--- config.mk ---
export PLATFORM = sky130hd
export DESIGN_NAME = sort_unique_values
export DESIGN_NICKNAME = d
export VERILOG_FILES = /design/src/suv_pkg.sv /design/src/sort_unique_values.sv /design/src/suv_front.sv /design/src/suv_back.sv
export SDC_FILE = /design/constraint.sdc
export NUM_CORES = 2
export LEC_CHECK = 0
export ABC_AREA = 0
export BUFFER_PORTS_ARGS = -buffer_cell sky130_fd_sc_hd__clkbuf_2
export CORE_MARGIN = 2
export CORE_UTILIZATION = 40
export DETAILED_ROUTE_END_ITERATION = 12
export MAX_ROUTING_LAYER = met4
export SKIP_LAST_GASP = 1
export SYNTH_ARGS = -nofsm -noshare
export SYNTH_HDL_FRONTEND = slang
export SYNTH_HIERARCHICAL = 1
export SYNTH_SLANG_ARGS = --single-unit
--- constraint.sdc ---
create_clock -name clock -period 6.07 [get_ports clock]
set_input_delay 1.214 -clock clock [delete_from_list [all_inputs] [get_ports clock]]
set_output_delay 1.214 -clock clock [all_outputs]
set_load 0.02 [all_outputs]
--- src/suv_pkg.sv ---
// Shared constants, types and the back-end state encoding for sort_unique_values.
`default_nettype none
package suv_pkg;

   localparam int SET_SIZE    = 32;
   localparam int VALUE_W     = 32;
   localparam int COUNT_W     = 6;
   localparam int IDX_W       = $clog2(SET_SIZE);
   localparam int CNT_W       = $clog2(SET_SIZE + 1);
   localparam int QUEUE_DEPTH = 4;
   localparam int QPTR_W      = $clog2(QUEUE_DEPTH);
   localparam int QCNT_W      = $clog2(QUEUE_DEPTH + 1);

   typedef enum logic [1:0] {
      SUV_LOAD,
      SUV_SORT,
      SUV_COUNT,
      SUV_EMIT
   } suv_state_type;

   // One queued beat: the value and whether it completes the set.
   typedef struct packed {
      logic                      valid;
      logic                      last;
      logic signed [VALUE_W-1:0] value;
   } suv_beat_type;

endpackage
`default_nettype wire

--- src/sort_unique_values.sv ---
// Top level: sorts a set of signed Q16.16 values and emits the distinct ones in order.
//
//   channel   ports                                        handshake
//   request   req_sample_value                             start & !busy
//   response  rsp_distinct_value, rsp_is_final,            rsp_strobe, one cycle each
//             rsp_distinct_count
//
// A set of SET_SIZE beats loads into a row of cells via a 4-deep queue, one per cycle while the
// back end is in load and the queue holds a beat. Sorting runs alternating even and odd passes until
// two quiet passes in a row; a count walk and an emit walk then each step through all SET_SIZE cells.
// busy rises when the queue is full; it fills while the cell row is sorting, counting or emitting.
// Synchronous active-high reset empties the queue and returns the back end to load.
// Results cannot be held off: each response beat is valid for exactly one cycle.
`default_nettype none
module sort_unique_values (
   input  wire logic                               clock,
   input  wire logic                               reset,
   input  wire logic                               start,
   output logic                                    busy,
   input  wire logic signed [suv_pkg::VALUE_W-1:0] req_sample_value,
   output logic                                    rsp_strobe,
   output logic signed [suv_pkg::VALUE_W-1:0]      rsp_distinct_value,
   output logic                                    rsp_is_final,
   output logic [suv_pkg::COUNT_W-1:0]             rsp_distinct_count
);

   suv_pkg::suv_beat_type head;
   logic pop;

   suv_front u_front (
      .clock            (clock),
      .reset            (reset),
      .start            (start),
      .req_sample_value (req_sample_value),
      .busy             (busy),
      .pop              (pop),
      .head             (head)
   );

   suv_back u_back (
      .clock              (clock),
      .reset              (reset),
      .head               (head),
      .pop                (pop),
      .rsp_strobe         (rsp_strobe),
      .rsp_distinct_value (rsp_distinct_value),
      .rsp_is_final       (rsp_is_final),
      .rsp_distinct_count (rsp_distinct_count)
   );

endmodule
`default_nettype wire

--- src/suv_front.sv ---
// Front end: takes sample beats, tags the last beat of each set, queues them.
`default_nettype none
module suv_front (
   input  wire logic                              clock,
   input  wire logic                              reset,
   input  wire logic                              start,
   input  wire logic signed [suv_pkg::VALUE_W-1:0] req_sample_value,
   output logic                                   busy,
   input  wire logic                              pop,
   output suv_pkg::suv_beat_type                  head
);

   logic signed [suv_pkg::VALUE_W-1:0] qvalue_ff [suv_pkg::QUEUE_DEPTH];
   logic                               qlast_ff  [suv_pkg::QUEUE_DEPTH];
   logic [suv_pkg::QPTR_W-1:0] wr_ptr_ff, wr_ptr_in;
   logic [suv_pkg::QPTR_W-1:0] rd_ptr_ff, rd_ptr_in;
   logic [suv_pkg::QCNT_W-1:0] qcount_ff, qcount_in;
   logic [suv_pkg::IDX_W-1:0]  load_ff, load_in;
   logic                       push;
   logic                       set_last;

   assign busy     = (qcount_ff == suv_pkg::QCNT_W'(suv_pkg::QUEUE_DEPTH));
   assign push     = start && !busy;
   assign set_last = (load_ff == suv_pkg::IDX_W'(suv_pkg::SET_SIZE - 1));

   assign head.valid = (qcount_ff != '0);
   assign head.last  = qlast_ff[rd_ptr_ff];
   assign head.value = qvalue_ff[rd_ptr_ff];

   always_comb begin
      wr_ptr_in = push ? wr_ptr_ff + 1'b1 : wr_ptr_ff;
      rd_ptr_in = pop  ? rd_ptr_ff + 1'b1 : rd_ptr_ff;
      qcount_in = qcount_ff;
      if (push && !pop) begin
         qcount_in = qcount_ff + 1'b1;
      end else if (!push && pop) begin
         qcount_in = qcount_ff - 1'b1;
      end
      load_in = load_ff;
      if (push) begin
         load_in = set_last ? '0 : load_ff + 1'b1;
      end
   end

   always_ff @(posedge clock) begin
      if (reset) begin
         wr_ptr_ff <= '0;
         rd_ptr_ff <= '0;
         qcount_ff <= '0;
         load_ff   <= '0;
      end else begin
         wr_ptr_ff <= wr_ptr_in;
         rd_ptr_ff <= rd_ptr_in;
         qcount_ff <= qcount_in;
         load_ff   <= load_in;
      end
   end

   always_ff @(posedge clock) begin
      if (push) begin
         qvalue_ff[wr_ptr_ff] <= req_sample_value;
         qlast_ff[wr_ptr_ff]  <= set_last;
      end
   end

   a_pop_nonempty : assert property (@(posedge clock) disable iff (reset)
      pop |-> qcount_ff != '0)
      else $error("queue popped while empty");
   a_count_bound : assert property (@(posedge clock) disable iff (reset)
      qcount_ff <= suv_pkg::QCNT_W'(suv_pkg::QUEUE_DEPTH))
      else $error("queue count beyond depth");
   a_count_track : assert property (@(posedge clock) disable iff (reset)
      (push && !pop) |=> qcount_ff == $past(qcount_ff) + 1'b1)
      else $error("queue count missed a push");

endmodule
`default_nettype wire

--- src/suv_back.sv ---
// Back end: row of compare-exchange cells, sort passes, distinct count and emit walk.
`default_nettype none
module suv_back (
   input  wire logic                               clock,
   input  wire logic                               reset,
   input  wire suv_pkg::suv_beat_type              head,
   output logic                                    pop,
   output logic                                    rsp_strobe,
   output logic signed [suv_pkg::VALUE_W-1:0]      rsp_distinct_value,
   output logic                                    rsp_is_final,
   output logic [suv_pkg::COUNT_W-1:0]             rsp_distinct_count
);

   localparam int N = suv_pkg::SET_SIZE;

   suv_pkg::suv_state_type state_ff, state_in;
   logic signed [suv_pkg::VALUE_W-1:0] cell_ff [N];
   logic signed [suv_pkg::VALUE_W-1:0] cell_in [N];
   logic signed [suv_pkg::VALUE_W-1:0] prev_ff, prev_in;
   logic [suv_pkg::IDX_W-1:0] idx_ff, idx_in;
   logic [suv_pkg::CNT_W-1:0] count_ff, count_in;
   logic [suv_pkg::CNT_W-1:0] emitted_ff, emitted_in;
   logic phase_ff, phase_in;
   logic quiet_ff, quiet_in;
   logic swap;
   logic hit;
   logic idx_last;
   logic strobe_ff, strobe_in;
   logic final_ff, final_in;
   logic signed [suv_pkg::VALUE_W-1:0] value_ff, value_in;
   logic [suv_pkg::COUNT_W-1:0] dcount_ff, dcount_in;

   assign idx_last = (idx_ff == suv_pkg::IDX_W'(N - 1));
   assign hit      = (idx_ff == '0) || (cell_ff[0] != prev_ff);

   always_comb begin
      state_in   = state_ff;
      cell_in    = cell_ff;
      prev_in    = prev_ff;
      idx_in     = idx_ff;
      count_in   = count_ff;
      emitted_in = emitted_ff;
      phase_in   = phase_ff;
      quiet_in   = quiet_ff;
      swap       = 1'b0;
      pop        = 1'b0;
      strobe_in  = 1'b0;
      final_in   = final_ff;
      value_in   = value_ff;
      dcount_in  = dcount_ff;
      case (state_ff)
         suv_pkg::SUV_LOAD: begin
            if (head.valid) begin
               pop = 1'b1;
               for (int i = 0; i < N - 1; i++) begin
                  cell_in[i] = cell_ff[i+1];
               end
               cell_in[N-1] = head.value;
               if (head.last) begin
                  state_in = suv_pkg::SUV_SORT;
                  phase_in = 1'b0;
                  quiet_in = 1'b0;
               end
            end
         end
         suv_pkg::SUV_SORT: begin
            // even pass on pairs (0,1),(2,3)..., odd pass on (1,2),(3,4)...
            for (int i = 0; i < N - 1; i++) begin
               if ((i[0] == phase_ff) && (cell_ff[i] > cell_ff[i+1])) begin
                  cell_in[i]   = cell_ff[i+1];
                  cell_in[i+1] = cell_ff[i];
                  swap         = 1'b1;
               end
            end
            phase_in = !phase_ff;
            quiet_in = !swap;
            // two quiet passes in a row: every neighbour pair is in order
            if (!swap && quiet_ff) begin
               state_in = suv_pkg::SUV_COUNT;
               idx_in   = '0;
               count_in = suv_pkg::CNT_W'(1);
            end
         end
         suv_pkg::SUV_COUNT: begin
            for (int i = 0; i < N - 1; i++) begin
               cell_in[i] = cell_ff[i+1];
            end
            cell_in[N-1] = cell_ff[0];
            if (!idx_last && (cell_ff[0] != cell_ff[1])) begin
               count_in = count_ff + 1'b1;
            end
            idx_in = idx_ff + 1'b1;
            if (idx_last) begin
               state_in   = suv_pkg::SUV_EMIT;
               idx_in     = '0;
               emitted_in = '0;
            end
         end
         suv_pkg::SUV_EMIT: begin
            for (int i = 0; i < N - 1; i++) begin
               cell_in[i] = cell_ff[i+1];
            end
            cell_in[N-1] = cell_ff[0];
            prev_in = cell_ff[0];
            if (hit) begin
               strobe_in  = 1'b1;
               value_in   = cell_ff[0];
               final_in   = (suv_pkg::CNT_W'(emitted_ff + 1'b1) == count_ff);
               dcount_in  = suv_pkg::COUNT_W'(count_ff);
               emitted_in = emitted_ff + 1'b1;
            end
            idx_in = idx_ff + 1'b1;
            if (idx_last) begin
               state_in = suv_pkg::SUV_LOAD;
               idx_in   = '0;
            end
         end
         default: begin
            state_in = suv_pkg::SUV_LOAD;
         end
      endcase
   end

   always_ff @(posedge clock) begin
      if (reset) begin
         state_ff   <= suv_pkg::SUV_LOAD;
         idx_ff     <= '0;
         count_ff   <= '0;
         emitted_ff <= '0;
         phase_ff   <= 1'b0;
         quiet_ff   <= 1'b0;
         strobe_ff  <= 1'b0;
      end else begin
         state_ff   <= state_in;
         idx_ff     <= idx_in;
         count_ff   <= count_in;
         emitted_ff <= emitted_in;
         phase_ff   <= phase_in;
         quiet_ff   <= quiet_in;
         strobe_ff  <= strobe_in;
      end
   end

   always_ff @(posedge clock) begin
      cell_ff   <= cell_in;
      prev_ff   <= prev_in;
      final_ff  <= final_in;
      value_ff  <= value_in;
      dcount_ff <= dcount_in;
   end

   assign rsp_strobe         = strobe_ff;
   assign rsp_distinct_value = value_ff;
   assign rsp_is_final       = final_ff;
   assign rsp_distinct_count = dcount_ff;

   a_strobe_from_emit : assert property (@(posedge clock) disable iff (reset)
      strobe_ff |-> $past(state_ff) == suv_pkg::SUV_EMIT)
      else $error("result beat outside the emit walk");
   a_emit_bound : assert property (@(posedge clock) disable iff (reset)
      (state_ff == suv_pkg::SUV_EMIT) |-> (emitted_ff <= count_ff && count_ff != '0))
      else $error("more distinct values emitted than counted");
   a_final_ends : assert property (@(posedge clock) disable iff (reset)
      (strobe_ff && final_ff) |=> !strobe_ff)
      else $error("result beat after the final one");
   a_load_only : assert property (@(posedge clock) disable iff (reset)
      pop |-> state_ff == suv_pkg::SUV_LOAD)
      else $error("queue popped outside load");

endmodule
`default_nettype wire

Word-level counts from Yosys, hierarchy flattened --
Memory sizes are Yosys's and may differ from the RTL's. A register that Yosys moved wholly into a read port is not among the register bits. Cells that the tools add are included. W data, S select, Z words.
Word-level totals: bits in registers 1129, latch bits 0, memory bits (writable) 132, memory bits (read-only) 0, bits of input ports 35, output and inout bits 41, word-level logic and storage cells 332, memories 2
Operators by class: add/sub/neg operators 8, multipliers 0, divide/modulo/power cells 0, $lt $le $gt $ge 31, equality and inequality tests 48, shift operators 0, mux-type cells 103, bitwise logic cells 2, reductions and logical operators 91
Memory list:
- u_front.qvalue_ff | words 4, width 32, read ports 1, clocked after memory_dff 1, wr ports 1, line suv_front.sv:13 | logic signed [suv_pkg::VALUE_W-1:0] qvalue_ff [suv_pkg::QUEUE_DEPTH];
- u_front.qlast_ff | words 4, width 1, read ports 1, clocked after memory_dff 1, wr ports 1, line suv_front.sv:14 | logic qlast_ff [suv_pkg::QUEUE_DEPTH];
Operators with widths (count):
- $pmux W1024 S3 | 1
- $mux W64 | 38
- $mux W1024 | 1
- $gt A32 B32 Y1 | 31
- $ne A3 B1 Y1 const B | 30
- $reduce_and A2 Y1 | 34
- $ne A32 B32 Y1 | 2
- $mux W1 | 39
- $logic_and A1 B1 Y1 | 36
- $mux W6 | 4
- $pmux W6 S2 | 2
- $mux W2 | 9
- $mux W5 | 3
- $ne A2 B1 Y1 const B | 7
- $add A6 B1 Y6 const B | 2
- $add A5 B1 Y5 const B | 2
- $eq A5 B5 Y1 const B | 2
- $pmux W5 S2 | 1
- $reduce_bool A2 Y1 | 5
- $reduce_and A3 Y1 | 3
- $pmux W2 S4 | 1
- $eq A6 B6 Y1 | 1
- $logic_not A1 Y1 | 6
- $mux W3 | 2
- 15 further kinds | 21

Logic depth before layout (Yosys ltp) --
depth in word-level cells 41, depth in mapped cells 14, gate-level depth less buffers 13

Hierarchy --
Netlist, hierarchy kept.
By module, submodules not included:
- suv_back | instances 1, cells each 6283, area each 70380.0 µm², seq. area each 33322.0 µm²
- suv_front | instances 1, cells each 251, area each 5517.8 µm², seq. area each 4244.1 µm²

Worst setup path before layout --
Ideal clock, no wire load.
kind register to register, start point reg u_back/cell_ff[55] (netlist bit), end point reg u_back/cell_ff[32] (netlist bit) (enable), setup time 375 ps, arrival time 4427 ps, required time 5695 ps, slack 1268 ps, cell stages (with the launch flop) 9, cell sequence edfxtp_1 -> ha_1 -> a21oi_1 -> o21a_1 -> o21ai_0 -> a2111o_1 -> or4_1 -> a31oi_1 -> or2_2
On the way: word-level cells in the longest chain between the ends 4
Ends and longest elaborated chain:
- from (decl) | line suv_back.sv:17 | logic signed [suv_pkg::VALUE_W-1:0] cell_ff [N];
- from (signal assigned) | line suv_back.sv:145 | cell_ff <= cell_in;
- $gt A32 B32 Y1 | line suv_back.sv:69 | if ((i[0] == phase_ff) && (cell_ff[i] > cell_ff[i+1])) begin
- $logic_and A1 B1 Y1 | line suv_back.sv:69
- $ne A3 B1 Y1 (no source line) (*)
- $reduce_and A2 Y1 (no source line) (*)
Every way passes the cells marked *; elsewhere a longest branch is shown, timed or not. A chain may end at the register's enable or synchronous reset.

Final worst setup path --
start point reg u_back/cell_ff[639] (netlist bit), end point reg u_back/count_ff[3] (netlist bit)
On the way: word-level cells in the longest chain between the ends 27
Ends and longest elaborated chain:
- $gt A32 B32 Y1 | line suv_back.sv:69
- $logic_and A1 B1 Y1 | line suv_back.sv:69
- $mux W1 | line suv_back.sv:69
- $mux W1 (*) (19 in a row) | line suv_back.sv:69
- $mux W1 (*) | line suv_back.sv:51 | case (state_ff)
- $logic_not A1 Y1 (*) | line suv_back.sv:78 | if (!swap && quiet_ff) begin
- $logic_and A1 B1 Y1 (*) | line suv_back.sv:78
- $ne A2 B1 Y1 (no source line) (*)
- $reduce_and A3 Y1 (no source line) (*)
- to (signal assigned) | line suv_back.sv:136 | count_ff <= count_in;
- to (decl) | line suv_back.sv:21 | logic [suv_pkg::CNT_W-1:0] count_ff, count_in;
Every way passes the cells marked *; elsewhere a longest branch is shown, timed or not. The select of a mux whose other input is x is not followed.

==> results by group <==
Outcome
  • Outcome: complete, no violations

Layout
  • Final Cell Area: 0.0844 mm²
  • Nets: 7,685
  • Share of layout cells above drive strength 1: 0.0781
  • Util after Layout: 0.448
  • Final std cells w/o fill: 9,243
  • Layout area overhead: 11.2%

Clock network
  • Clock Root Buffer: clkbuf_16
  • CTS Buf Count: 145
  • Clock buffer depth: 3
  • Reg clk slew, reported paths: 60 ps
  • Hold buffers post-CTS: 0
  • Worst skew pair latency: 800 ps
  • TritonCTS clock tree: done
  • Post-CTS Setup Repair Bufs: 0
  • H-tree depth: 4
  • Cells resized by post-CTS repair: 0
  • Clk sinks: 1,263

Synthesis
  • Top cells by area, synth: edfxtp_1 (49%), ha_1 (17%), a22o_1 (11%)
  • Post-synth top area share: 0.485
  • XOR/XNOR Fraction of Synth Area: 0.00565
  • Mapped Area: 0.0759 mm²
  • Commonest cells in the netlist: edfxtp_1 (1,227), inv_1 (1,053), ha_1 (1,009)
  • Synth Area in Adders: 0.167
  • Largest family of logic cells by synthesized area: compound AO/OA/AOI/OAI gates
  • Avg Inst Size Synth: 11.6 µm²
  • Yosys warning total: 6
  • Seq/Total Area, Yosys: 0.495
  • Compound-Gate Fraction of Synth Area: 0.192
  • Register bit total from synthesis: 1,263
  • Synth Area in Simple Gates: 0.0645
  • Syn_nets: 7,579
  • Multiplexer share of the synthesized area: 0.0115
  • Cell variety after synth: 82
  • EDFF count, synth: 1,227
  • Area leader, netlist: edfxtp_1
  • Post-Syn Instances: 6,534
  • Top-count cell post-synth: edfxtp_1
  • Synth Flop Type: edfxtp_1
  • Async S/R FF share, synth: 0

Place
  • # port buffers: 75
  • Post-DP Area: 0.0798 mm²
  • Placed Cells: 8,987
  • Hpwl dp: 159 mm
  • Routability cong.: 0.870

Die
  • Die width: 440 µm
  • Die height: 440 µm
  • Number of I/O pins: 76
  • FP Rows: 159
  • Initial Util: 0.403
  • Full die area: 0.193 mm²
  • Core box area: 0.188 mm²

Global route
  • Vias in the first global route: 53,206
  • GRT Residual Overflow: 0
  • Initial antenna violation count: 1
  • Global Route Usage Sum: 0.218
  • First-pass GRT wire length: 320 mm
  • Pin count of the biggest net entering global routing: 68

STA
  • Max Freq: 190 MHz
  • Skew final: 28.4 ps
  • Minimum clock period after layout: 5260 ps
  • Worst-margin pin slew: 1270 ps
  • Setup repair after global routing missed its margin: false
  • Tcrit/Tclk final: 0.866
  • Total Negative Setup Slacks: 0 ps
  • Rel. slew slack: 0.155
  • Final setup fails: 0
  • Fin. Hold Viols: 0
  • Pins Over Slew Limit: 0

Setup path
  • Buf+Inv Stages, Crit Path: 0
  • Startpoint types: flip-flop
  • CP required: 6760 ps
  • Max stage delay on crit path: 760 ps
  • CP top delay family: simple AND/OR/NAND/NOR gates
  • Worst Setup End Kind: flip-flop
  • Setup Crit Path Kind: reg -> reg
  • Critical Path, Cell by Cell: ha_1, nand4_1, or3_1, nor4_1, a31oi_1, o211ai_1, nand2_1, nor4_2, nand4_2, o31ai_4, nand4_2, o32ai_1
  • Critical path's slowest cell: nor4_1
  • CP most frequent cell: nand4_2
  • CP arrival: 5950 ps
  • CP max FO: 12

Detailed routing
  • First-iteration detailed-routing DRC count: 4,401
  • TritonRoute pass-1 iters: 5
  • Vias per std cell: 5.83
  • Routed Antenna Nets: 0
  • Drt total wl: 208 mm
  • Vias: 53,906
  • Avg WL per Cell: 22.5 µm
  • Drc violations: 0

Job
  • Total of max-cap violations: 0

Worst hold path
  • Hold crit path type: reg -> reg
## per-layer routing
layer  part of all wire  routed length (µm)  track usage
met1               0.45               94300        0.291
met2               0.47               97200        0.344
met3              0.048                9920       0.0284
met4              0.030                6320       0.0686
met5                  0                   0            -
## per-stage QoR
step                      hold slack [ps]  setup slack, ps
final                                 478              811
after global routing                  512              623
after CTS                             477              867
after detailed placement              464              889
after global placement                459             1070
after floorplan                       440             1270
## kinds of logic (layout without fill, tap and decap cells)
kind of cell	count (synthesis)	count (layout)
flip-flops	1263	1263
AO/OA/AOI/OAI	1960	1960
AND/OR/NAND/NOR	925	925
adder cells (fa/ha/maj)	1010	1010
XOR/XNOR	49	49
multiplexers	45	45
other	0	1
buffers and inverters	1282	1495
## worst reg2reg max path: cells and delay by family (launching register included)
family	cells	cell delay, ps
compound gates	4	1570
fa+ha+maj	1	380
flops	1	440
simple gates	7	2780
## layout make-up
type	instances	area, µm²
inverters	1054	3960
clock inverters	74	742
repair buffers	187	1220
diodes	1	2.50
flip-flops and latches	1263	37600
well taps	2495	3120
fillers	17155	104000
multi-input cells	3989	34000
clock buffers	180	3810
## path summary, 6_finish.rpt
kind,startpoint,to,slack (ps),cells after the start
setup / recovery,u_back/cell_ff[639]$_DFFE_PP_,u_back/count_ff[3]$_SDFFE_PP0P_,810,12
hold / removal,u_back/quiet_ff$_SDFFE_PP0P_,u_back/quiet_ff$_SDFFE_PP0P_,480,2
setup reg to reg,u_back/cell_ff[639]$_DFFE_PP_,u_back/count_ff[3]$_SDFFE_PP0P_,810,12
hold reg to reg,u_back/quiet_ff$_SDFFE_PP0P_,u_back/quiet_ff$_SDFFE_PP0P_,480,2
## cells in the final DEF (no fill, tap or decap), types with 16 or more instances in the layout
cell type and instances:
a211oi_1 25, a21o_1 100, a21oi_1 399, a21oi_2 17
a221o_1 16, a221oi_1 33, a22o_1 961, a22oi_1 32
and4_1 48, buf_4 111, clkbuf_1 31, clkbuf_16 146
clkbuf_2 75, clkinv_1 35, dfxtp_1 34, edfxtp_1 1227
ha_1 1006, inv_1 1053, mux4_2 33, nand2_1 261
nand2b_1 29, nand3_1 86, nand4_1 176, nor2_1 104
nor2_2 21, nor2b_1 47, nor3_1 34, nor4_1 42
o211ai_1 38, o21ai_0 159, o21ai_2 19, o31a_1 17
o31ai_1 18, xor2_1 38
## registers in the layout (all words and copies together) (netlist names), named ones only
register                   cells
u_back/rsp_strobe              1
u_back/phase_ff                1
u_back/cell_ff              1024
u_front/qlast_ff               4
u_front/rd_ptr_ff              2
u_back/idx_ff                  5
u_front/qvalue_ff            128
u_back/quiet_ff                1
u_back/rsp_distinct_count      6
u_back/count_ff                6
u_back/rsp_distinct_value     32
u_front/load_ff                5
u_front/qcount_ff              3
u_back/state_ff                2
u_back/rsp_is_final            1
u_front/wr_ptr_ff              2
u_back/prev_ff                32
u_back/emitted_ff              6
Power is left out: the tool's default activity adds up to more than one toggle a clock period on the data nets, which glitch-free logic cannot reach.
